File: src/hw/rtl/grid_cell_ray_exit_step_assert.svh
// ---------------------------------------------------------------------------
// Grid cell ray exit step: assertion macros
// Shorthand for clocked assertions that sample on clk_i and are disabled
// while rst_ni is low.
// ---------------------------------------------------------------------------
`ifndef GRID_CELL_RAY_EXIT_STEP_ASSERT_SVH
`define GRID_CELL_RAY_EXIT_STEP_ASSERT_SVH

// The consequent must hold in the same cycle as the antecedent.
`define GCRES_ASSERT_HOLDS(label, ante, cons, msg) \
  label: assert property (@(posedge clk_i) disable iff (!rst_ni) (ante) |-> (cons)) \
    else $error(msg);

// The consequent must hold in the cycle after the antecedent.
`define GCRES_ASSERT_NEXT(label, ante, cons, msg) \
  label: assert property (@(posedge clk_i) disable iff (!rst_ni) (ante) |=> (cons)) \
    else $error(msg);

`endif

File: src/hw/rtl/gcres_pkg.sv
// ---------------------------------------------------------------------------
// Grid cell ray exit step: shared package
// Widths, constants, stage payload types and the restoring division step.
// ---------------------------------------------------------------------------
package gcres_pkg;

  localparam int GRID_SIZE = 16;
  localparam int FRAC_BITS = 16;
  localparam int CELL_W    = 4;
  localparam int IDX_W     = 6;
  localparam int FRAC_W    = FRAC_BITS + 1;
  localparam int SLOPE_W   = 32;
  localparam int REM_W     = SLOPE_W;
  localparam int USER_W    = 2;

  // One quotient bit per divider stage.
  localparam int RECIP_STEPS = 2 * FRAC_BITS;
  localparam int EXIT_STEPS  = FRAC_BITS + 1;
  localparam int EXIT_STAGES = EXIT_STEPS + 1;

  localparam int IN_W        = 2 * CELL_W + 2 * FRAC_W + SLOPE_W;
  localparam int IN_TDATA_W  = ((IN_W + 7) / 8) * 8;
  localparam int OUT_W       = 2 * IDX_W + 2 * FRAC_W;
  localparam int OUT_TDATA_W = ((OUT_W + 7) / 8) * 8;

  localparam logic [FRAC_W-1:0]         FRAC_ONE   = {1'b1, {FRAC_BITS{1'b0}}};
  localparam logic signed [SLOPE_W-1:0] SLOPE_MIN  = {1'b1, {(SLOPE_W-1){1'b0}}};
  localparam logic signed [SLOPE_W-1:0] SLOPE_MAX  = {1'b0, {(SLOPE_W-1){1'b1}}};
  localparam logic signed [IDX_W-1:0]   IDX_BELOW  = '1;
  localparam logic signed [IDX_W-1:0]   GRID_LIMIT = IDX_W'(GRID_SIZE);

  // Slope magnitudes at or below these give a reciprocal beyond 32 bits.
  localparam logic [SLOPE_W-1:0] RECIP_POS_LIMIT = SLOPE_W'(1);
  localparam logic [SLOPE_W-1:0] RECIP_NEG_LIMIT = SLOPE_W'(2);

  typedef enum logic [1:0] {
    EDGE_LEFT,
    EDGE_TOP,
    EDGE_RIGHT,
    EDGE_BOTTOM
  } edge_e;

  typedef enum logic [1:0] {
    EXIT_BOTTOM,
    EXIT_RIGHT,
    EXIT_TOP
  } exit_e;

  typedef struct packed {
    logic [CELL_W-1:0] col;
    logic [CELL_W-1:0] row;
    edge_e             side;
  } cell_t;

  // After edge selection: canonical entry height and raw slope.
  typedef struct packed {
    cell_t                     loc;
    logic [FRAC_W-1:0]         y;
    logic signed [SLOPE_W-1:0] slope;
    logic [SLOPE_W-1:0]        mag;
  } front_t;

  // Slope in the canonical left-edge frame.
  typedef struct packed {
    cell_t                     loc;
    logic [FRAC_W-1:0]         y;
    logic signed [SLOPE_W-1:0] slope;
    logic                      sat;
  } canon_t;

  // Exit point in the canonical frame.
  typedef struct packed {
    cell_t             loc;
    exit_e             dir;
    logic [FRAC_W-1:0] x;
    logic [FRAC_W-1:0] y;
    logic              sat;
  } exit_t;

  typedef struct packed {
    logic signed [IDX_W-1:0] col;
    logic signed [IDX_W-1:0] row;
    logic [FRAC_W-1:0]       frac_col;
    logic [FRAC_W-1:0]       frac_row;
    logic                    outside;
    logic                    sat;
  } result_t;

  typedef struct packed {
    logic             q;
    logic [REM_W-1:0] rem;
  } div_step_t;

  // One step of restoring division: shift in a dividend bit, trial subtract.
  function automatic div_step_t div_step(input logic [REM_W-1:0] rem,
                                         input logic             bit_in,
                                         input logic [REM_W-1:0] den);
    logic [REM_W:0] trial;
    logic [REM_W:0] diff;
    div_step_t      res;
    trial   = {rem, bit_in};
    diff    = trial - {1'b0, den};
    res.q   = (trial >= {1'b0, den});
    res.rem = res.q ? diff[REM_W-1:0] : trial[REM_W-1:0];
    return res;
  endfunction

endpackage

File: src/hw/rtl/gcres_front.sv
// ---------------------------------------------------------------------------
// Grid cell ray exit step: front stage
// Clamps the fractions, picks the entry edge and the canonical entry height.
// ---------------------------------------------------------------------------
module gcres_front import gcres_pkg::*; (
  input  logic                      clk_i,
  input  logic                      rst_ni,
  input  logic                      in_valid_i,
  output logic                      in_ready_o,
  input  logic [CELL_W-1:0]         cell_col_i,
  input  logic [CELL_W-1:0]         cell_row_i,
  input  logic [FRAC_W-1:0]         frac_col_i,
  input  logic [FRAC_W-1:0]         frac_row_i,
  input  logic signed [SLOPE_W-1:0] cell_slope_i,
  output logic                      out_valid_o,
  input  logic                      out_ready_i,
  output front_t                    out_o
);

  logic              valid_q;
  front_t            data_q, data_d;
  logic [FRAC_W-1:0] fx, fy;

  assign in_ready_o = !valid_q || out_ready_i;

  always_comb begin
    fx = (frac_col_i > FRAC_ONE) ? FRAC_ONE : frac_col_i;
    fy = (frac_row_i > FRAC_ONE) ? FRAC_ONE : frac_row_i;
    data_d.loc.col = cell_col_i;
    data_d.loc.row = cell_row_i;
    data_d.slope   = cell_slope_i;
    data_d.mag     = cell_slope_i[SLOPE_W-1] ? -cell_slope_i : cell_slope_i;
    priority if (fy == FRAC_ONE) begin
      data_d.loc.side = EDGE_TOP;
      data_d.y        = fx;
    end else if (fx == FRAC_ONE) begin
      data_d.loc.side = EDGE_RIGHT;
      data_d.y        = FRAC_ONE - fy;
    end else if (fy == '0) begin
      data_d.loc.side = EDGE_BOTTOM;
      data_d.y        = FRAC_ONE - fx;
    end else begin
      data_d.loc.side = EDGE_LEFT;
      data_d.y        = fy;
    end
  end

  always_ff @(posedge clk_i or negedge rst_ni) begin
    if (!rst_ni) begin
      valid_q <= 1'b0;
    end else if (in_ready_o) begin
      valid_q <= in_valid_i;
    end
  end

  always_ff @(posedge clk_i) begin
    if (in_ready_o && in_valid_i) begin
      data_q <= data_d;
    end
  end

  assign out_valid_o = valid_q;
  assign out_o       = data_q;

endmodule

File: config.mk
export PLATFORM = sky130hd
export DESIGN_NAME = gcres_front
export DESIGN_NICKNAME = d
export VERILOG_FILES = /design/src/hw/rtl/grid_cell_ray_exit_step_assert.svh /design/src/hw/rtl/gcres_pkg.sv /design/src/hw/rtl/gcres_front.sv
export SDC_FILE = /design/constraint.sdc
export NUM_CORES = 1
export LEC_CHECK = 0
export BUFFER_PORTS_ARGS = -buffer_cell sky130_fd_sc_hd__buf_2
export CAP_MARGIN = 10
export CORE_ASPECT_RATIO = 0.7
export CORE_MARGIN = 2
export CORE_UTILIZATION = 45
export CTS_BUF_LIST = sky130_fd_sc_hd__clkbuf_8
export DETAILED_ROUTE_END_ITERATION = 16
export MAX_ROUTING_LAYER = met4
export PLACE_DENSITY = 0.84
export REMOVE_ABC_BUFFERS = 1
export SLEW_MARGIN = 20
export SYNTH_ARGS = -nofsm -noshare
export SYNTH_HDL_FRONTEND = slang
export SYNTH_SLANG_ARGS = --single-unit
File: constraint.sdc
create_clock -name clk_i -period 3.9 [get_ports clk_i]
set_input_delay 0.78 -clock clk_i [delete_from_list [all_inputs] [get_ports clk_i]]
set_output_delay 0.78 -clock clk_i [all_outputs]
set_load 0.01 [all_outputs]
==> reports/metrics.yaml <==
status: "complete, no violations"
synth_area_sq_um: 4830
die_w_um: 128
hp-class: "in -> async"
yosysWarnings: 0
vias: 4381
avgSynthCellArea_sq_um: 11.2
dp_cells: 736
synth.top_cell.area_share_pct: 55.9
regArea_sq_um: 2730
synth_cell_types: 60
final_common_cell: "buf_2"
rsz0062_at_grt: "false"
hold-worst-slack_ns: 0.187
die-area_sq_um: 11600
crit_chain: "buf_2 > or4_1 > or3_1 > o31ai_1 > ha_1 > nand2b_1 > nor2_1 > a22oi_1 > a41oi_1 > a211o_1"
initial_core_util_pct: 46.5
combPwrFrac_pct: 17.4
maxCapViolCount: 0
synthCells: 431
routed_wl_mm: 14.2
cts_root_buf: "clkbuf_8"
yosysTopAreaCell: "edfxtp_1"
maxSlewViolCount: 0
postRouteAntennaNets: 0
drive_gt1_share_pct: 36.5
grt_max_degree: 83
power_density_nw_per_um2: 371
crit_slowest_cell: "or4_1"
tns_ns: 0
yosysSeqAreaShare_pct: 56.4
drcViolationCount: 0
worstSetupStartpointType: "input pin"
synth_edf_count: 90
swShare_pct: 26.4
reg2regPathDepth: 3
drt_iter0_markers: 420
grt_overflow: 0
clock-sinks: 91
antenna_found_initial: 0
layout.nets: 700
grt_pass1_vias: 4045
cts_tree: "yes"
multi_input_area_sq_um: 1940
h-tree-depth: 3
syn_to_final_growth_pct: 27.3
rows: 31
cts_buffers: 9
required_ns: 4.00
io_buffer_count: 170
finClkSkew_ns: 0.00582
reg2reg_to: "out_o[81]"
max_freq_mhz: 292
cts_resized: 0
critical-path-max-stage-delay_ns: 0.56
arrival_ns: 3.52
p_int_uw: 1680
post-route-period-util_pct: 87.7
peakVddDrop_mv: 0.247
ios: 171
setup_viol: 0
antenna_cells: 0
vias_per_cell: 5.83
worst_pin_slew_ns: 0.718
r2r_slack_ns: 2.34
most-common-layout-cells: "buf_2 (170), edfxtp_1 (90), nand2_1 (46)"
synth_flop_cell: "edfxtp_1"
timing.rr.start: "out_valid_o"
maxSlewHeadroom_pct: 51.9
clock_path_buffers: 2
routabilityCongestion: 0.981
cts_setup_buffers: 0
core_sq_um: 10400
grt_use_total_pct: 25.7
synthTopCellsByArea: "edfxtp_1 (56%), xnor2_1 (5.8%), nand2_1 (3.6%), o21ai_0 (3.5%), nor2_1 (2.2%)"
p_clk_share_pct: 31.2
path_delay_family: "simple AND/OR/NAND/NOR gates"
fin_area_sq_um: 6150
p_switching_uw: 604
synthArstFlopShare_pct: 1.10
fin_util_pct: 59.2
crit_buf_inv: 1
cts_hold_buffers: 0
critPathMaxFanout: 7
p_seq_share_pct: 51.4
fin_cells: 752
drtPass1Iterations: 6
dpl_cell_area_sq_um: 5930
grt_first_pass_wirelength_mm: 22.3
power_leakage_uw: 0.00244
die-height_um: 90.7
ys_ff_latch: 91
clk_pin_slew_worst_paths_ns: 0.09
worstSetupPathType: "in -> reg"
clock_latency_ns: 0.35
endpoint_kind: "register"
fillers: 924
hpwlAfterDp_mm: 11.0
hold_viol: 0
wire_per_inst_um: 18.9
layout_min_cycle_time_ns: 3.42
cell usage after synthesis (all sizes together), types with 4 or more instances:
| master | count |
|---|---|
| or2 | 7 |
| inv | 9 |
| nor2 | 28 |
| nand4 | 4 |
| nand2b | 7 |
| edfxtp | 90 |
| buf | 6 |
| xnor2 | 32 |
| mux2i | 4 |
| nand3 | 7 |
| and2 | 4 |
| nand2 | 46 |
| clkbuf | 15 |
| a21oi | 20 |
| o21ai | 36 |
| or3 | 8 |
| nor3 | 17 |
| o41ai | 4 |
| a31oi | 4 |
| nor4 | 9 |
| ha | 7 |
| o31ai | 12 |
| or4 | 11 |
| nand3b | 5 |
flip-flops by register name (all words and copies together), names as in the netlist:
register and count:
out_o 90, out_valid_o 1
worst max path at each step:
stage	from	to	cells past startpoint
6_report	frac_col_i[10]	out_o[66]	10
5_1_grt	frac_col_i[10]	out_o[74]	10
3_5_place_dp	frac_col_i[10]	out_o[66]	10
2_1_floorplan	frac_row_i[11]	out_o[79]	11
3_3_place_gp	frac_col_i[10]	out_o[66]	10
4_1_cts	frac_col_i[10]	out_o[78]	10
cells by family (layout without fill, tap and decap cells):
group / Yosys count / count (layout) / share of synthesized area, %
adder cells (fa/ha/maj): 7 / 7 / 1.81
AO/OA/AOI/OAI: 105 / 105 / 14.2
buffers and inverters: 31 / 220 / 3.39
XOR/XNOR: 34 / 34 / 6.16
flip-flops: 91 / 91 / 56.4
AND/OR/NAND/NOR: 159 / 159 / 17.2
multiplexers: 4 / 4 / 0.829
area by class of cell:
cell class                 count  area share (%)
multi-input combinational    309            31.6
clock buffer                   9            2.01
clock inverter                 7            1.61
inverter                      10           0.610
tap                          132            2.68
timing repair buffer         194            17.2
sequential                    91            44.3
layer usage:
| layer | wire length, um | vias to the layer above | global-route usage, % |
|---|---|---|---|
| li1 | - | 2009 | - |
| met1 | 6480 | 2100 | 37.5 |
| met2 | 6180 | 250 | 35.4 |
| met3 | 1350 | 22 | 7.17 |
| met4 | 206 | 0 | 6.23 |
| met5 | 0 | - | - |
power by group through the flow:
stage	clock network, uW	logic, uW	registers (uW)
after floorplan	0	149	1230
after global placement	0	389	1190
after detailed placement	0	392	1200
after CTS	731	394	1170
after global routing	764	434	1180
final	712	398	1170
metrics by stage:
stage | total power [uW] | setup WS (ns)
5_1_grt | 2380 | 0.394
2_1_floorplan | 1380 | 0.244
3_3_place_gp | 1580 | 0.222
6_report | 2280 | 0.480
3_5_place_dp | 1590 | 0.208
4_1_cts | 2300 | 0.580
Note: power is estimated with default switching activity, not from simulation.
