<file path="src/hw/rtl/grid_cell_ray_exit_step_assert.svh">
// ---------------------------------------------------------------------------
// Grid cell ray exit step: assertion macros
// Shorthand for clocked assertions that sample on clk_i and are disabled
// while rst_ni is low.
// ---------------------------------------------------------------------------
`ifndef GRID_CELL_RAY_EXIT_STEP_ASSERT_SVH
`define GRID_CELL_RAY_EXIT_STEP_ASSERT_SVH

// The consequent must hold in the same cycle as the antecedent.
`define GCRES_ASSERT_HOLDS(label, ante, cons, msg) \
  label: assert property (@(posedge clk_i) disable iff (!rst_ni) (ante) |-> (cons)) \
    else $error(msg);

// The consequent must hold in the cycle after the antecedent.
`define GCRES_ASSERT_NEXT(label, ante, cons, msg) \
  label: assert property (@(posedge clk_i) disable iff (!rst_ni) (ante) |=> (cons)) \
    else $error(msg);

`endif

</file>
<file path="src/hw/rtl/gcres_pkg.sv">
// ---------------------------------------------------------------------------
// Grid cell ray exit step: shared package
// Widths, constants, stage payload types and the restoring division step.
// ---------------------------------------------------------------------------
package gcres_pkg;

  localparam int GRID_SIZE = 16;
  localparam int FRAC_BITS = 16;
  localparam int CELL_W    = 4;
  localparam int IDX_W     = 6;
  localparam int FRAC_W    = FRAC_BITS + 1;
  localparam int SLOPE_W   = 32;
  localparam int REM_W     = SLOPE_W;
  localparam int USER_W    = 2;

  // One quotient bit per divider stage.
  localparam int RECIP_STEPS = 2 * FRAC_BITS;
  localparam int EXIT_STEPS  = FRAC_BITS + 1;
  localparam int EXIT_STAGES = EXIT_STEPS + 1;

  localparam int IN_W        = 2 * CELL_W + 2 * FRAC_W + SLOPE_W;
  localparam int IN_TDATA_W  = ((IN_W + 7) / 8) * 8;
  localparam int OUT_W       = 2 * IDX_W + 2 * FRAC_W;
  localparam int OUT_TDATA_W = ((OUT_W + 7) / 8) * 8;

  localparam logic [FRAC_W-1:0]         FRAC_ONE   = {1'b1, {FRAC_BITS{1'b0}}};
  localparam logic signed [SLOPE_W-1:0] SLOPE_MIN  = {1'b1, {(SLOPE_W-1){1'b0}}};
  localparam logic signed [SLOPE_W-1:0] SLOPE_MAX  = {1'b0, {(SLOPE_W-1){1'b1}}};
  localparam logic signed [IDX_W-1:0]   IDX_BELOW  = '1;
  localparam logic signed [IDX_W-1:0]   GRID_LIMIT = IDX_W'(GRID_SIZE);

  // Slope magnitudes at or below these give a reciprocal beyond 32 bits.
  localparam logic [SLOPE_W-1:0] RECIP_POS_LIMIT = SLOPE_W'(1);
  localparam logic [SLOPE_W-1:0] RECIP_NEG_LIMIT = SLOPE_W'(2);

  typedef enum logic [1:0] {
    EDGE_LEFT,
    EDGE_TOP,
    EDGE_RIGHT,
    EDGE_BOTTOM
  } edge_e;

  typedef enum logic [1:0] {
    EXIT_BOTTOM,
    EXIT_RIGHT,
    EXIT_TOP
  } exit_e;

  typedef struct packed {
    logic [CELL_W-1:0] col;
    logic [CELL_W-1:0] row;
    edge_e             side;
  } cell_t;

  // After edge selection: canonical entry height and raw slope.
  typedef struct packed {
    cell_t                     loc;
    logic [FRAC_W-1:0]         y;
    logic signed [SLOPE_W-1:0] slope;
    logic [SLOPE_W-1:0]        mag;
  } front_t;

  // Slope in the canonical left-edge frame.
  typedef struct packed {
    cell_t                     loc;
    logic [FRAC_W-1:0]         y;
    logic signed [SLOPE_W-1:0] slope;
    logic                      sat;
  } canon_t;

  // Exit point in the canonical frame.
  typedef struct packed {
    cell_t             loc;
    exit_e             dir;
    logic [FRAC_W-1:0] x;
    logic [FRAC_W-1:0] y;
    logic              sat;
  } exit_t;

  typedef struct packed {
    logic signed [IDX_W-1:0] col;
    logic signed [IDX_W-1:0] row;
    logic [FRAC_W-1:0]       frac_col;
    logic [FRAC_W-1:0]       frac_row;
    logic                    outside;
    logic                    sat;
  } result_t;

  typedef struct packed {
    logic             q;
    logic [REM_W-1:0] rem;
  } div_step_t;

  // One step of restoring division: shift in a dividend bit, trial subtract.
  function automatic div_step_t div_step(input logic [REM_W-1:0] rem,
                                         input logic             bit_in,
                                         input logic [REM_W-1:0] den);
    logic [REM_W:0] trial;
    logic [REM_W:0] diff;
    div_step_t      res;
    trial   = {rem, bit_in};
    diff    = trial - {1'b0, den};
    res.q   = (trial >= {1'b0, den});
    res.rem = res.q ? diff[REM_W-1:0] : trial[REM_W-1:0];
    return res;
  endfunction

endpackage

</file>
<file path="src/hw/rtl/gcres_back.sv">
// ---------------------------------------------------------------------------
// Grid cell ray exit step: output stage
// Rotates the exit back into the grid frame, steps into the neighbouring
// cell and holds the result in the output register.
// ---------------------------------------------------------------------------
module gcres_back import gcres_pkg::*; (
  input  logic    clk_i,
  input  logic    rst_ni,
  input  logic    in_valid_i,
  output logic    in_ready_o,
  input  exit_t   in_i,
  output logic    out_valid_o,
  input  logic    out_ready_i,
  output result_t out_o
);

  logic              valid_q;
  result_t           res_q, res_d;
  logic signed [1:0] di, dj, di_r, dj_r;
  logic [FRAC_W-1:0] x_r, y_r;

  assign in_ready_o = !valid_q || out_ready_i;

  always_comb begin
    unique case (in_i.dir)
      EXIT_BOTTOM: begin
        di = 2'sd0;
        dj = -2'sd1;
      end
      EXIT_RIGHT: begin
        di = 2'sd1;
        dj = 2'sd0;
      end
      EXIT_TOP: begin
        di = 2'sd0;
        dj = 2'sd1;
      end
      default: begin
        di = 2'sd0;
        dj = 2'sd0;
      end
    endcase

    unique case (in_i.loc.side)
      EDGE_LEFT: begin
        di_r = di;
        dj_r = dj;
        x_r  = in_i.x;
        y_r  = in_i.y;
      end
      EDGE_TOP: begin
        di_r = dj;
        dj_r = -di;
        x_r  = in_i.y;
        y_r  = FRAC_ONE - in_i.x;
      end
      EDGE_RIGHT: begin
        di_r = -di;
        dj_r = -dj;
        x_r  = FRAC_ONE - in_i.x;
        y_r  = FRAC_ONE - in_i.y;
      end
      default: begin
        di_r = -dj;
        dj_r = di;
        x_r  = FRAC_ONE - in_i.y;
        y_r  = in_i.x;
      end
    endcase

    // Adding or removing ONE modulo twice ONE just flips the top bit.
    res_d.frac_col = x_r ^ (FRAC_W'(di_r != 2'sd0) << FRAC_BITS);
    res_d.frac_row = y_r ^ (FRAC_W'(dj_r != 2'sd0) << FRAC_BITS);
    res_d.col      = IDX_W'(in_i.loc.col) + IDX_W'(di_r);
    res_d.row      = IDX_W'(in_i.loc.row) + IDX_W'(dj_r);
    res_d.outside  = (res_d.col < 0) || (res_d.col >= GRID_LIMIT) ||
                     (res_d.row < 0) || (res_d.row >= GRID_LIMIT);
    res_d.sat      = in_i.sat;
  end

  always_ff @(posedge clk_i or negedge rst_ni) begin
    if (!rst_ni) begin
      valid_q <= 1'b0;
    end else if (in_ready_o) begin
      valid_q <= in_valid_i;
    end
  end

  always_ff @(posedge clk_i) begin
    if (in_ready_o && in_valid_i) begin
      res_q <= res_d;
    end
  end

  assign out_valid_o = valid_q;
  assign out_o       = res_q;

endmodule
</file>
<file path="config.mk">
export PLATFORM = sky130hd
export DESIGN_NAME = gcres_back
export DESIGN_NICKNAME = d
export VERILOG_FILES = /design/src/hw/rtl/grid_cell_ray_exit_step_assert.svh /design/src/hw/rtl/gcres_pkg.sv /design/src/hw/rtl/gcres_back.sv
export SDC_FILE = /design/constraint.sdc
export NUM_CORES = 1
export LEC_CHECK = 0
export BUFFER_PORTS_ARGS = -buffer_cell sky130_fd_sc_hd__buf_2
export CORE_MARGIN = 5
export CORE_UTILIZATION = 40
export DETAILED_ROUTE_END_ITERATION = 8
export HOLD_SLACK_MARGIN = 0.1
export PLACE_DENSITY_LB_ADDON = 0.3
export SLEW_MARGIN = 40
export SYNTH_ARGS = -nofsm -noshare
export SYNTH_HDL_FRONTEND = slang
export SYNTH_SLANG_ARGS = --single-unit
</file>
<file path="constraint.sdc">
create_clock -name clk_i -period 2.1 [get_ports clk_i]
set_input_delay 0.315 -clock clk_i [delete_from_list [all_inputs] [get_ports clk_i]]
set_output_delay 0.315 -clock clk_i [all_outputs]
set_load 0.03 [all_outputs]
</file>
==> results <==
- The number of rows created at floorplan is 32.
- The buffer depth of the longest clock path is 2.
- The critical path arrival is 2310 ps.
- The detailed route wirelength on metal2 is 4.02 mm.
- Between clock sinks in the finished design, the worst skew comes to 8.20 ps.
- In this run, the number of DRC markers left after iteration 0 of detailed routing was 101.
- sky130_fd_sc_hd__edfxtp_1 is the most common cell in the netlist.
- The die covers 0.00995 sq mm.
- Setup repair after global routing could not meet its margin everywhere.
- The first global-routing pass estimated 13.0 mm of wire.
- The sequential cells in the finished layout cover a total of 0.00147 sq mm.
- The count of cells along the worst register-to-register path is 3.
- The global placement routability congestion is 0.864.
- The final route contains 2721 vias.
- The end point of the critical path is out_o[1]$_DFFE_PP_.
- The maximum fanout along the worst path is 4.
- The worst slack at placement is -510 ps.
- Across all hold checks on the routed design, the worst slack comes to 184 ps.
- Once layout is complete, the cells apart from fillers number 560.
- In the routed design, unresolved DRC markers number 0.
- The clock tree from TritonCTS is built.
- The highest ir drop seen on vdd is 0.308 mV.
- The clock transition at the register clock pins on the worst setup and hold paths after CTS is 90 ps.
- The distinct cell type count of the synthesized netlist is 41.
- In this run the critical register-to-register path is captured at out_o[24]$_DFFE_PP_.
- The largest net degree at the start of global routing is 63.
- The post-route standard cell area excluding fillers is 0.00451 sq mm.
- The critical path endpoint category is a flip-flop.
- For the pin with the worst max-slew slack, the measured transition is 586 ps.
- Setup violations remaining at the end of the flow were counted as 4.
- The cell count after placement is 547.
- The beginning of the critical path is in_i[38].
- The via count of the first global-routing pass was 2742.
- Synthesis inferred 49 register bits.
- The layout filler cell count is 690.
- Of the cells placed in the final design, the portion with a size suffix greater than 1 is 44.5%.
- The required time at the endpoint of the critical path is 2150 ps.
- The tree is rooted in a sky130_fd_sc_hd__clkbuf_8.
- The clock drives 49 sinks.
- The routed design has 8.35 mm of wire.
- The number of routed nets with antenna violations is 0.
- The hold violation total from the final report is 0.
- The mean post-synth cell area is 10.4 sq um.
- In this run the register-to-register setup slack is 650 ps.
- Compared with the post-synthesis result, the final layout area differs by 40.0%.
- The number of clock buffers inserted by TritonCTS is 5.
- Of the post-synthesis cell area, the dominant cell type holds 44.7%.
- The multi-input gate area in the final layout is 0.00180 sq mm.
- The final critical delay including setup and external delays is 2260 ps.
- 101 I/O pins were placed.
- The tool flagged a number of max-cap violations equal to 0.
- For this design the ratio of total power to cell area is 580 mW/mm^2.
- In the final design database the tool counted 522 nets.
- Signal routing reaches up to met4.
- The checks that failed: negative setup slack.
- Of all cell types, the one taking the most synthesized area is sky130_fd_sc_hd__edfxtp_1.
- The core box area is 0.00777 sq mm.
- The area of the mapped netlist is 0.00322 sq mm.
- Once the floorplan was initialized, standard cells occupied 41.5% of the core.
- Along the worst hold path, the cell count comes to 1.
- The detailed-route wire length per cell is 14.9 um.
- The routed via count divided by cell count is 4.86.
- The number of pins with negative max-slew slack in the final report came to 0.
- The sequential cell area fraction in the yosys report is 45.5%.
- The overall power of the completed layout is 2620 uW.
- The total half-perimeter wirelength after legalization and detailed placement is 6.36 mm.
- The die is 99.7 um tall.
- The H-tree was split into 2 levels.
- The post-detailed-placement cell area is 0.00427 sq mm.
- The global-route usage over all layers is 16.4%.
- The static leakage is 0.00191 uW.
- The total iterations of the first detailed-routing run is 4.
- The number of antenna violations at the first check in global routing was 0.
- The worst register-to-register path begins at out_valid_o$_DFFE_PN0N_.
- The count of buffers inserted at the top-level ports is 100.
- The clock latency on the worst-skew pair is 310 ps.
- The run finished, with violations left.
- STA classifies the critical path startpoint as an input pin.
- In the detailed route, the total length drawn on met3 is 601 um.
- Counting every instance in the synthesized netlist gives 309.
- After synthesis, the cell types taking the most area are sky130_fd_sc_hd__edfxtp_1 (45%), sky130_fd_sc_hd__xnor2_1 (10%), sky130_fd_sc_hd__xor2_1 (4.9%).
- The width of the die is 99.7 um.
- Synthesis produced a netlist with a net count of 374.
- After synthesis, the share of flip-flops with an asynchronous set or reset is 2.04%.
- The number of antenna diodes in the final layout is 0.
- For this block, wires on met1 add up to 3.64 mm.
- Across all setup checks in the final design, the least slack found is -155 ps.
- The worst min-delay path category is input pin to flip-flop.
- The classification of the worst setup path is input pin to flip-flop.
- The worst pin sits at a relative slew slack of 61.0%.
- After global routing the overflow that remains totals 0.
- By count the netlist is led by sky130_fd_sc_hd__edfxtp_1 (48), sky130_fd_sc_hd__nor2_1 (40), sky130_fd_sc_hd__xnor2_1 (38).
- Timing would allow up to 0.443 GHz.
- Counting flops with a built-in enable in the synthesized netlist gives 48.
- The most common flop cell mapped by yosys is sky130_fd_sc_hd__edfxtp_1.
- The Yosys step of the flow raised 0 warnings.
- The final worst-path cycle share is 107%.
-- layer usage --
metal  track usage [%]  up-vias
met5                 0        -
met4              4.52        0
met3              4.07        8
met2              27.4       81
met1              21.1     1249
li1                  -     1383
-- area by class of cell --
type	count	share of cell area, %
multi-input cells	237	40.0
flip-flops and latches	49	32.5
repair buffers	157	21.9
well taps	102	2.83
clock buffers	6	1.61
inverters	7	0.971
clock inverters	2	0.222
-- metrics by stage --
| stage | TNS (ps) | utilization (%) |
|---|---|---|
| after floorplan | -1120 | - |
| after global placement | -4110 | 54.9 |
| after detailed placement | -4830 | 54.9 |
| after CTS | -182 | 56.9 |
| after global routing | -544 | 58.1 |
| final | -233 | 58.1 |
-- cells in the final DEF, fill, tap and decap left out, drive strengths merged, types with 2 or more instances in the layout --
| cell | synthesis | routed |
|---|---|---|
| a21o | 4 | 4 |
| a21oi | 20 | 20 |
| buf | 7 | 156 |
| clkbuf | 9 | 6 |
| clkinv | 0 | 2 |
| edfxtp | 48 | 48 |
| fa | 2 | 2 |
| ha | 12 | 12 |
| inv | 7 | 7 |
| mux2 | 3 | 3 |
| mux2i | 5 | 5 |
| mux4 | 2 | 2 |
| nand2 | 24 | 24 |
| nand2b | 9 | 9 |
| nor2 | 40 | 40 |
| nor2b | 4 | 4 |
| nor3 | 7 | 7 |
| nor4 | 3 | 3 |
| o21ai | 23 | 23 |
| o31ai | 5 | 5 |
| o41ai | 2 | 2 |
| or3 | 2 | 2 |
| or4 | 7 | 7 |
| or4b | 2 | 2 |
| xnor2 | 38 | 38 |
| xor2 | 18 | 18 |
-- state kept, by name (all words and copies together), names as in the netlist --
signal       cells
out_o           48
out_valid_o      1
-- repair_timing --
| item | 4_1_cts | 5_1_grt |
|---|---|---|
| pin swaps | 8 | 7 |
| cloned | 0 | 0 |
| buffers inserted | 1 | 3 |
| setup endpoints to repair | 6 | 8 |
| hold buffers | 1 | 0 |
| resized for setup | 12 | 14 |
| endpoints found under the hold margin | 1 | 0 |
-- worst min-delay path by stage --
stage | startpoint | to | slack, ps
finish | in_i[0] | out_o[0]$_DFFE_PP_ | 180
global route | in_i[0] | out_o[0]$_DFFE_PP_ | 170
CTS | in_i[0] | out_o[0]$_DFFE_PP_ | 170
detailed placement | rst_ni | out_valid_o$_DFFE_PN0N_ | 90
global placement | rst_ni | out_valid_o$_DFFE_PN0N_ | 90
floorplan | rst_ni | out_valid_o$_DFFE_PN0N_ | 20
-- logic make-up after synthesis --
family | Yosys count | synth area share, %
simple gates | 101 | 16.2
compound gates | 56 | 10.1
xor+xnor | 56 | 15.2
flops | 49 | 45.5
buf+inv | 23 | 3.11
fa+ha+maj | 14 | 5.90
mux | 10 | 4.00
-- critical path, stage by stage --
cell                      delay [ps]
sky130_fd_sc_hd__buf_4           130
sky130_fd_sc_hd__xor2_2          160
sky130_fd_sc_hd__nor2_2           70
sky130_fd_sc_hd__a22oi_2         210
sky130_fd_sc_hd__inv_2            80
sky130_fd_sc_hd__ha_1            270
sky130_fd_sc_hd__a21o_1          150
sky130_fd_sc_hd__a21o_1          200
sky130_fd_sc_hd__a21oi_2         150
sky130_fd_sc_hd__xor2_1          100
sky130_fd_sc_hd__or4_1           460
-- report_power, final --
group | switching [uW] | internal (uW)
registers | 19.3 | 1190
logic | 495 | 352
clock network | 330 | 232
Note: power is estimated with default switching activity, not from simulation.
