<file path="src/hw/rtl/grid_cell_ray_exit_step_assert.svh">
// ---------------------------------------------------------------------------
// Grid cell ray exit step: assertion macros
// Shorthand for clocked assertions that sample on clk_i and are disabled
// while rst_ni is low.
// ---------------------------------------------------------------------------
`ifndef GRID_CELL_RAY_EXIT_STEP_ASSERT_SVH
`define GRID_CELL_RAY_EXIT_STEP_ASSERT_SVH

// The consequent must hold in the same cycle as the antecedent.
`define GCRES_ASSERT_HOLDS(label, ante, cons, msg) \
  label: assert property (@(posedge clk_i) disable iff (!rst_ni) (ante) |-> (cons)) \
    else $error(msg);

// The consequent must hold in the cycle after the antecedent.
`define GCRES_ASSERT_NEXT(label, ante, cons, msg) \
  label: assert property (@(posedge clk_i) disable iff (!rst_ni) (ante) |=> (cons)) \
    else $error(msg);

`endif

</file>
<file path="src/hw/rtl/gcres_pkg.sv">
// ---------------------------------------------------------------------------
// Grid cell ray exit step: shared package
// Widths, constants, stage payload types and the restoring division step.
// ---------------------------------------------------------------------------
package gcres_pkg;

  localparam int GRID_SIZE = 16;
  localparam int FRAC_BITS = 16;
  localparam int CELL_W    = 4;
  localparam int IDX_W     = 6;
  localparam int FRAC_W    = FRAC_BITS + 1;
  localparam int SLOPE_W   = 32;
  localparam int REM_W     = SLOPE_W;
  localparam int USER_W    = 2;

  // One quotient bit per divider stage.
  localparam int RECIP_STEPS = 2 * FRAC_BITS;
  localparam int EXIT_STEPS  = FRAC_BITS + 1;
  localparam int EXIT_STAGES = EXIT_STEPS + 1;

  localparam int IN_W        = 2 * CELL_W + 2 * FRAC_W + SLOPE_W;
  localparam int IN_TDATA_W  = ((IN_W + 7) / 8) * 8;
  localparam int OUT_W       = 2 * IDX_W + 2 * FRAC_W;
  localparam int OUT_TDATA_W = ((OUT_W + 7) / 8) * 8;

  localparam logic [FRAC_W-1:0]         FRAC_ONE   = {1'b1, {FRAC_BITS{1'b0}}};
  localparam logic signed [SLOPE_W-1:0] SLOPE_MIN  = {1'b1, {(SLOPE_W-1){1'b0}}};
  localparam logic signed [SLOPE_W-1:0] SLOPE_MAX  = {1'b0, {(SLOPE_W-1){1'b1}}};
  localparam logic signed [IDX_W-1:0]   IDX_BELOW  = '1;
  localparam logic signed [IDX_W-1:0]   GRID_LIMIT = IDX_W'(GRID_SIZE);

  // Slope magnitudes at or below these give a reciprocal beyond 32 bits.
  localparam logic [SLOPE_W-1:0] RECIP_POS_LIMIT = SLOPE_W'(1);
  localparam logic [SLOPE_W-1:0] RECIP_NEG_LIMIT = SLOPE_W'(2);

  typedef enum logic [1:0] {
    EDGE_LEFT,
    EDGE_TOP,
    EDGE_RIGHT,
    EDGE_BOTTOM
  } edge_e;

  typedef enum logic [1:0] {
    EXIT_BOTTOM,
    EXIT_RIGHT,
    EXIT_TOP
  } exit_e;

  typedef struct packed {
    logic [CELL_W-1:0] col;
    logic [CELL_W-1:0] row;
    edge_e             side;
  } cell_t;

  // After edge selection: canonical entry height and raw slope.
  typedef struct packed {
    cell_t                     loc;
    logic [FRAC_W-1:0]         y;
    logic signed [SLOPE_W-1:0] slope;
    logic [SLOPE_W-1:0]        mag;
  } front_t;

  // Slope in the canonical left-edge frame.
  typedef struct packed {
    cell_t                     loc;
    logic [FRAC_W-1:0]         y;
    logic signed [SLOPE_W-1:0] slope;
    logic                      sat;
  } canon_t;

  // Exit point in the canonical frame.
  typedef struct packed {
    cell_t             loc;
    exit_e             dir;
    logic [FRAC_W-1:0] x;
    logic [FRAC_W-1:0] y;
    logic              sat;
  } exit_t;

  typedef struct packed {
    logic signed [IDX_W-1:0] col;
    logic signed [IDX_W-1:0] row;
    logic [FRAC_W-1:0]       frac_col;
    logic [FRAC_W-1:0]       frac_row;
    logic                    outside;
    logic                    sat;
  } result_t;

  typedef struct packed {
    logic             q;
    logic [REM_W-1:0] rem;
  } div_step_t;

  // One step of restoring division: shift in a dividend bit, trial subtract.
  function automatic div_step_t div_step(input logic [REM_W-1:0] rem,
                                         input logic             bit_in,
                                         input logic [REM_W-1:0] den);
    logic [REM_W:0] trial;
    logic [REM_W:0] diff;
    div_step_t      res;
    trial   = {rem, bit_in};
    diff    = trial - {1'b0, den};
    res.q   = (trial >= {1'b0, den});
    res.rem = res.q ? diff[REM_W-1:0] : trial[REM_W-1:0];
    return res;
  endfunction

endpackage

</file>
<file path="src/hw/rtl/gcres_exit.sv">
// ---------------------------------------------------------------------------
// Grid cell ray exit step: exit edge and position
// Chooses the exit edge in the canonical frame, then runs a pipelined
// restoring divider for the exit position on the bottom or top edge.
// ---------------------------------------------------------------------------
module gcres_exit import gcres_pkg::*; (
  input  logic   clk_i,
  input  logic   rst_ni,
  input  logic   in_valid_i,
  output logic   in_ready_o,
  input  canon_t in_i,
  output logic   out_valid_o,
  input  logic   out_ready_i,
  output exit_t  out_o
);

  typedef struct packed {
    cell_t             loc;
    exit_e             dir;
    logic              x_one;
    logic [FRAC_W-1:0] y;
    logic              sat;
    logic              n0;
    logic [REM_W-1:0]  den;
    logic [REM_W-1:0]  rem;
    logic [FRAC_W-1:0] quo;
  } xst_t;

  logic [EXIT_STAGES-1:0]      v_q;
  logic [EXIT_STAGES-1:0]      src_v;
  logic [EXIT_STAGES:0]        rdy;
  xst_t                        st_q [EXIT_STAGES];
  xst_t                        setup_d;
  xst_t                        last;
  logic signed [SLOPE_W+1:0]   sl_e, y_e, one_e, neg_sl;
  logic [FRAC_W-1:0]           num;

  assign src_v              = {v_q[EXIT_STAGES-2:0], in_valid_i};
  assign rdy[EXIT_STAGES]   = out_ready_i;

  for (genvar k = 0; k < EXIT_STAGES; k++) begin : g_rdy
    assign rdy[k] = !v_q[k] || rdy[k+1];
  end

  always_ff @(posedge clk_i or negedge rst_ni) begin
    if (!rst_ni) begin
      v_q <= '0;
    end else begin
      for (int k = 0; k < EXIT_STAGES; k++) begin
        if (rdy[k]) begin
          v_q[k] <= src_v[k];
        end
      end
    end
  end

  // Setup: the line leaves through the bottom if it falls below zero within
  // the cell, through the right if it stays under one, else through the top.
  always_comb begin
    sl_e   = {{2{in_i.slope[SLOPE_W-1]}}, in_i.slope};
    y_e    = (SLOPE_W+2)'(in_i.y);
    one_e  = (SLOPE_W+2)'(FRAC_ONE);
    neg_sl = -sl_e;

    setup_d.loc   = in_i.loc;
    setup_d.sat   = in_i.sat;
    setup_d.rem   = '0;
    setup_d.quo   = '0;
    setup_d.x_one = 1'b0;
    setup_d.den   = in_i.slope;
    num           = '0;
    priority if (sl_e < -y_e) begin
      setup_d.dir = EXIT_BOTTOM;
      setup_d.y   = '0;
      setup_d.den = neg_sl[REM_W-1:0];
      num         = in_i.y;
    end else if (sl_e < one_e - y_e) begin
      setup_d.dir   = EXIT_RIGHT;
      setup_d.y     = in_i.y + in_i.slope[FRAC_W-1:0];
      setup_d.x_one = 1'b1;
    end else begin
      setup_d.dir = EXIT_TOP;
      setup_d.y   = FRAC_ONE;
      num         = FRAC_ONE - in_i.y;
      if (in_i.slope == '0) begin
        // Level line from the top-left corner: the exit is the top-right one.
        setup_d.x_one = 1'b1;
        setup_d.sat   = 1'b1;
      end
    end
    // Dividend is num shifted up by FRAC_BITS; all but its lowest bit of num
    // already form the starting remainder, the lowest enters at the first step.
    setup_d.rem = REM_W'(num >> 1);
    setup_d.n0  = num[0];
  end

  always_ff @(posedge clk_i) begin
    if (rdy[0] && src_v[0]) begin
      st_q[0] <= setup_d;
    end
  end

  for (genvar k = 1; k < EXIT_STAGES; k++) begin : g_step
    xst_t      nxt;
    div_step_t res;

    assign res = div_step(st_q[k-1].rem, st_q[k-1].n0, st_q[k-1].den);

    always_comb begin
      nxt     = st_q[k-1];
      nxt.rem = res.rem;
      nxt.n0  = 1'b0;
      nxt.quo = {st_q[k-1].quo[FRAC_W-2:0], res.q};
    end

    always_ff @(posedge clk_i) begin
      if (rdy[k] && src_v[k]) begin
        st_q[k] <= nxt;
      end
    end
  end

  assign last = st_q[EXIT_STAGES-1];

  always_comb begin
    out_o.loc = last.loc;
    out_o.dir = last.dir;
    out_o.x   = last.x_one ? FRAC_ONE : last.quo;
    out_o.y   = last.y;
    out_o.sat = last.sat;
  end

  assign in_ready_o  = rdy[0];
  assign out_valid_o = v_q[EXIT_STAGES-1];

endmodule

</file>
<file path="config.mk">
export PLATFORM = sky130hd
export DESIGN_NAME = gcres_exit
export DESIGN_NICKNAME = d
export VERILOG_FILES = /design/src/hw/rtl/grid_cell_ray_exit_step_assert.svh /design/src/hw/rtl/gcres_pkg.sv /design/src/hw/rtl/gcres_exit.sv
export SDC_FILE = /design/constraint.sdc
export NUM_CORES = 2
export LEC_CHECK = 0
export ABC_AREA = 1
export BUFFER_PORTS_ARGS = -buffer_cell sky130_fd_sc_hd__buf_4
export CORE_ASPECT_RATIO = 0.8
export CORE_MARGIN = 3
export CORE_UTILIZATION = 44
export CTS_BUF_LIST = sky130_fd_sc_hd__clkbuf_4
export DETAILED_ROUTE_END_ITERATION = 16
export PLACE_DENSITY = 0.69
export SKIP_LAST_GASP = 1
export SLEW_MARGIN = 40
export SYNTH_ARGS = -nofsm -noshare
export SYNTH_HDL_FRONTEND = slang
export SYNTH_SLANG_ARGS = --single-unit
</file>
<file path="constraint.sdc">
create_clock -name clk_i -period 10.9 [get_ports clk_i]
set_input_delay 2.18 -clock clk_i [delete_from_list [all_inputs] [get_ports clk_i]]
set_output_delay 2.18 -clock clk_i [all_outputs]
set_load 0.05 [all_outputs]
</file>
==> flow_summary_export.csv <==
group,metric,value,unit
placed_design,placed_cells,12200,
logic_synthesis,synth_cells,9366,
worst_setup_path,cp_slowest_stage_delay,0.35,ns
routing,wire_per_inst,19.9,µm
power_and_ir_drop,p_leak,44.0,nW
worst_setup_path,cp.required,8.72,ns
timing,fin_crit,6.62,ns
global_route,grt_pass1_vias,65200,
clock_network,cts_setup_buffers,0,
logic_synthesis,ys_ff_latch,1802,
logic_synthesis,yosys.area_share.adder,0.0815,
cells_and_area,syn_to_final_growth,9.84,%
logic_synthesis,synth_simple_gate_area_frac,0.154,
global_route,track_usage,0.227,
logic_synthesis,synthXorXnorAreaFrac,0.0391,
worst_setup_path,startpoint_type,"input pin",
floorplanning,die_y,423,µm
timing,rsz0062_at_grt,"no",
floorplanning,die_width,528,µm
timing,slew_violations,0,
global_route,grt_overflow,0,
worst_setup_path,critical_path_class,"in2out",
min_path,min_path_type,"reg2reg",
routing,vias_per_cell,5.23,
logic_synthesis,yosys.area.top_type,"edfxtp_1",
timing,finalHoldViolations,0,
worst_setup_path,cp_max_fo,4,
logic_synthesis,synth.area.top_cells,"edfxtp_1 56%, ha_1 7.8%, nand2_1 7.7%",
timing,setup_viol,0,
routing,firstDrtPassIters,6,
logic_synthesis,ys_seq_area_frac,0.564,
clock_network,clkTransAtPathRegs,0.06,ns
timing,slew_headroom,0.418,
routing,wl,259,mm
clock_network,hold_buffers,0,
clock_network,cts_root_buf,"clkbuf_4",
logic_synthesis,async_flop_share,0.00999,
power_and_ir_drop,ir_drop,0.159,mV
clock_network,cts_tree,"yes",
worst_setup_path,ff2ff_setup_slack,7.32,ns
timing,tightest_slew,0.864,ns
floorplanning,pin_count,113,
worst_setup_path,cp_data_arrival_time,4.44,ns
routing,first_iter_violations,6131,
worst_setup_path,crit_chain,"buf_4, inv_1, nand3_1, nor2_1, nand4_1, nor2_1, nand4_1, nor2_1, nand4_1, nor2_1, nand4_1, buf_4",
global_route,grt_max_degree,102,
timing,finalSetupTns,0,ns
routing,vias,68000,
cells_and_area,layout_commonest_cell,"nand2_1",
cells_and_area,multi_input_area,36000,µm²
cells_and_area,mostFrequentLayoutCells,"1,975 x nand2_1, 1,784 x edfxtp_1, 1,209 x inv_1",
timing,period_share,0.607,
logic_synthesis,syn_area_per_cell,10.2,µm²
placed_design,dp_hpwl,203,mm
routing,drc_errors,0,
status,status,"finished, final reports clean",
global_route,antenna_found_initial,12,
logic_synthesis,synth_nets,10000,
timing,fin_worst_skew,0.114,ns
flow_run,max-cap-violations,0,
logic_synthesis,synthFlopType,"edfxtp_1",
logic_synthesis,synth_edf_count,1784,
clock_network,clock_path_buffers,4,
routing,ant_nets,0,
placed_design,port_buffers,112,
logic_synthesis,synthMuxAreaShare,0,
clock_network,insertion_delay,1.23,ns
cells_and_area,final_nets,10500,
worst_setup_path,crit_slowest_cell,"nor2_1",
worst_setup_path,cp-end-kind,"output pin",
global_route,grt_pass1_wl,393,mm
logic_synthesis,synth_area,95800,µm²
logic_synthesis,yosys.area.top_type_share,0.559,
clock_network,cts.sink_count,1802,
timing,fmax,151,MHz
clock_network,h-tree-depth,5,
logic_synthesis,ys_types,60,
cells_and_area,n_fill_cell,19800,
worst_setup_path,crit_buf_inv,3,
floorplanning,core_area,215000,µm²
floorplanning,start_util,0.445,
clock_network,cts_buffers,444,
logic_synthesis,synth_top_family_by_area,"simple AND/OR/NAND/NOR gates",
placed_design,gp_congestion,0.924,
logic_synthesis,synth-compound-area-share,0.100,
floorplanning,dieArea,223000,µm²
floorplanning,fp-row-count,152,
cells_and_area,drive_gt1_frac,0.118,
power_and_ir_drop,p_per_area,344,nW/µm²
logic_synthesis,yosysWarnings,0,
clock_network,cts_resized,0,
cells_and_area,seqCellArea,54000,µm²
cells_and_area,final_cells,13000,
worst_setup_path,crit_family,"simple AND/OR/NAND/NOR gates",
synthesized netlist by cell type (all sizes together) (9+ instances only):
| cell | count |
|---|---|
| or2 | 35 |
| nand4 | 47 |
| nand2 | 2105 |
| dfrtp | 18 |
| a211oi | 19 |
| edfxtp | 1784 |
| a31oi | 33 |
| fa | 17 |
| o211ai | 13 |
| nor4 | 43 |
| clkbuf | 24 |
| o21ai | 716 |
| a21o | 92 |
| a21oi | 617 |
| ha | 597 |
| o21a | 19 |
| o21bai | 45 |
| xor2 | 197 |
| a311oi | 11 |
| nand3 | 373 |
| nor2 | 772 |
| a221oi | 9 |
| a21boi | 36 |
| buf | 118 |
| nand3b | 46 |
| nor3 | 76 |
| xnor2 | 231 |
| inv | 1234 |
| o221ai | 14 |
registers in the layout, indices dropped and copies added, names as in the netlist:
| name | cells |
|---|---|
| st_q | 1784 |
| v_q | 18 |
kinds of logic after synthesis:
logic type | Yosys count
flops | 1802
fa+ha+maj | 614
xor+xnor | 428
simple gates | 3507
compound gates | 1639
buf+inv | 1376
report_power, final:
part | internal, mW | leakage [nW] | switching, mW | total [mW]
clock | 2.87 | 3.32 | 2.72 | 5.59
combinational | 5.84 | 22.9 | 11.6 | 17.5
sequential | 11.5 | 17.7 | 1.60 | 13.1
final cells by class:
| class | count | area share |
|---|---|---|
| Timing Repair Buffer | 154 | 0.0121 |
| Inverter | 1234 | 0.0444 |
| Antenna cell | 6 | 0.000143 |
| Tap cell | 2849 | 0.0339 |
| Multi-Input combinational cell | 6188 | 0.343 |
| Sequential cell | 1802 | 0.513 |
| Clock buffer | 620 | 0.0442 |
| Clock inverter | 158 | 0.00919 |
per-layer routing:
metal / global-route usage / share of wire / wire length [µm]
met4: 0.0506 / 0.018 / 4780
met3: 0.0383 / 0.066 / 17200
met1: 0.349 / 0.49 / 127000
met2: 0.336 / 0.42 / 110000
met5: 0 / 0.00018 / 47
worst paths after layout:
path / from / to / cells past startpoint
worst max-delay path: out_ready_i / in_ready_o / 12
worst min-delay path: st_q[5][2] / st_q[6][3] / 0
worst max register to register: st_q[3][34] / st_q[4][48] / 12
worst min register to register: st_q[5][2] / st_q[6][3] / 0
max in group asynchronous: rst_ni / v_q[13] / 1
min in group asynchronous: rst_ni / v_q[16] / 1
stage by stage:
step                hold WS, ns  cell area (µm²)  utilization  setup WS, ns  total power [mW]
global placement          0.400            99400        0.461          3.46              30.3
floorplan                 0.400            95800            -          2.57              25.3
finish                    0.386           105000        0.488          4.28              36.2
global route              0.358           105000        0.488          3.94              38.9
detailed placement        0.405            99500        0.462          3.64              30.5
CTS                       0.369           105000        0.488          4.29              36.3
No activity file was read; power rests on OpenSTA's default activity.
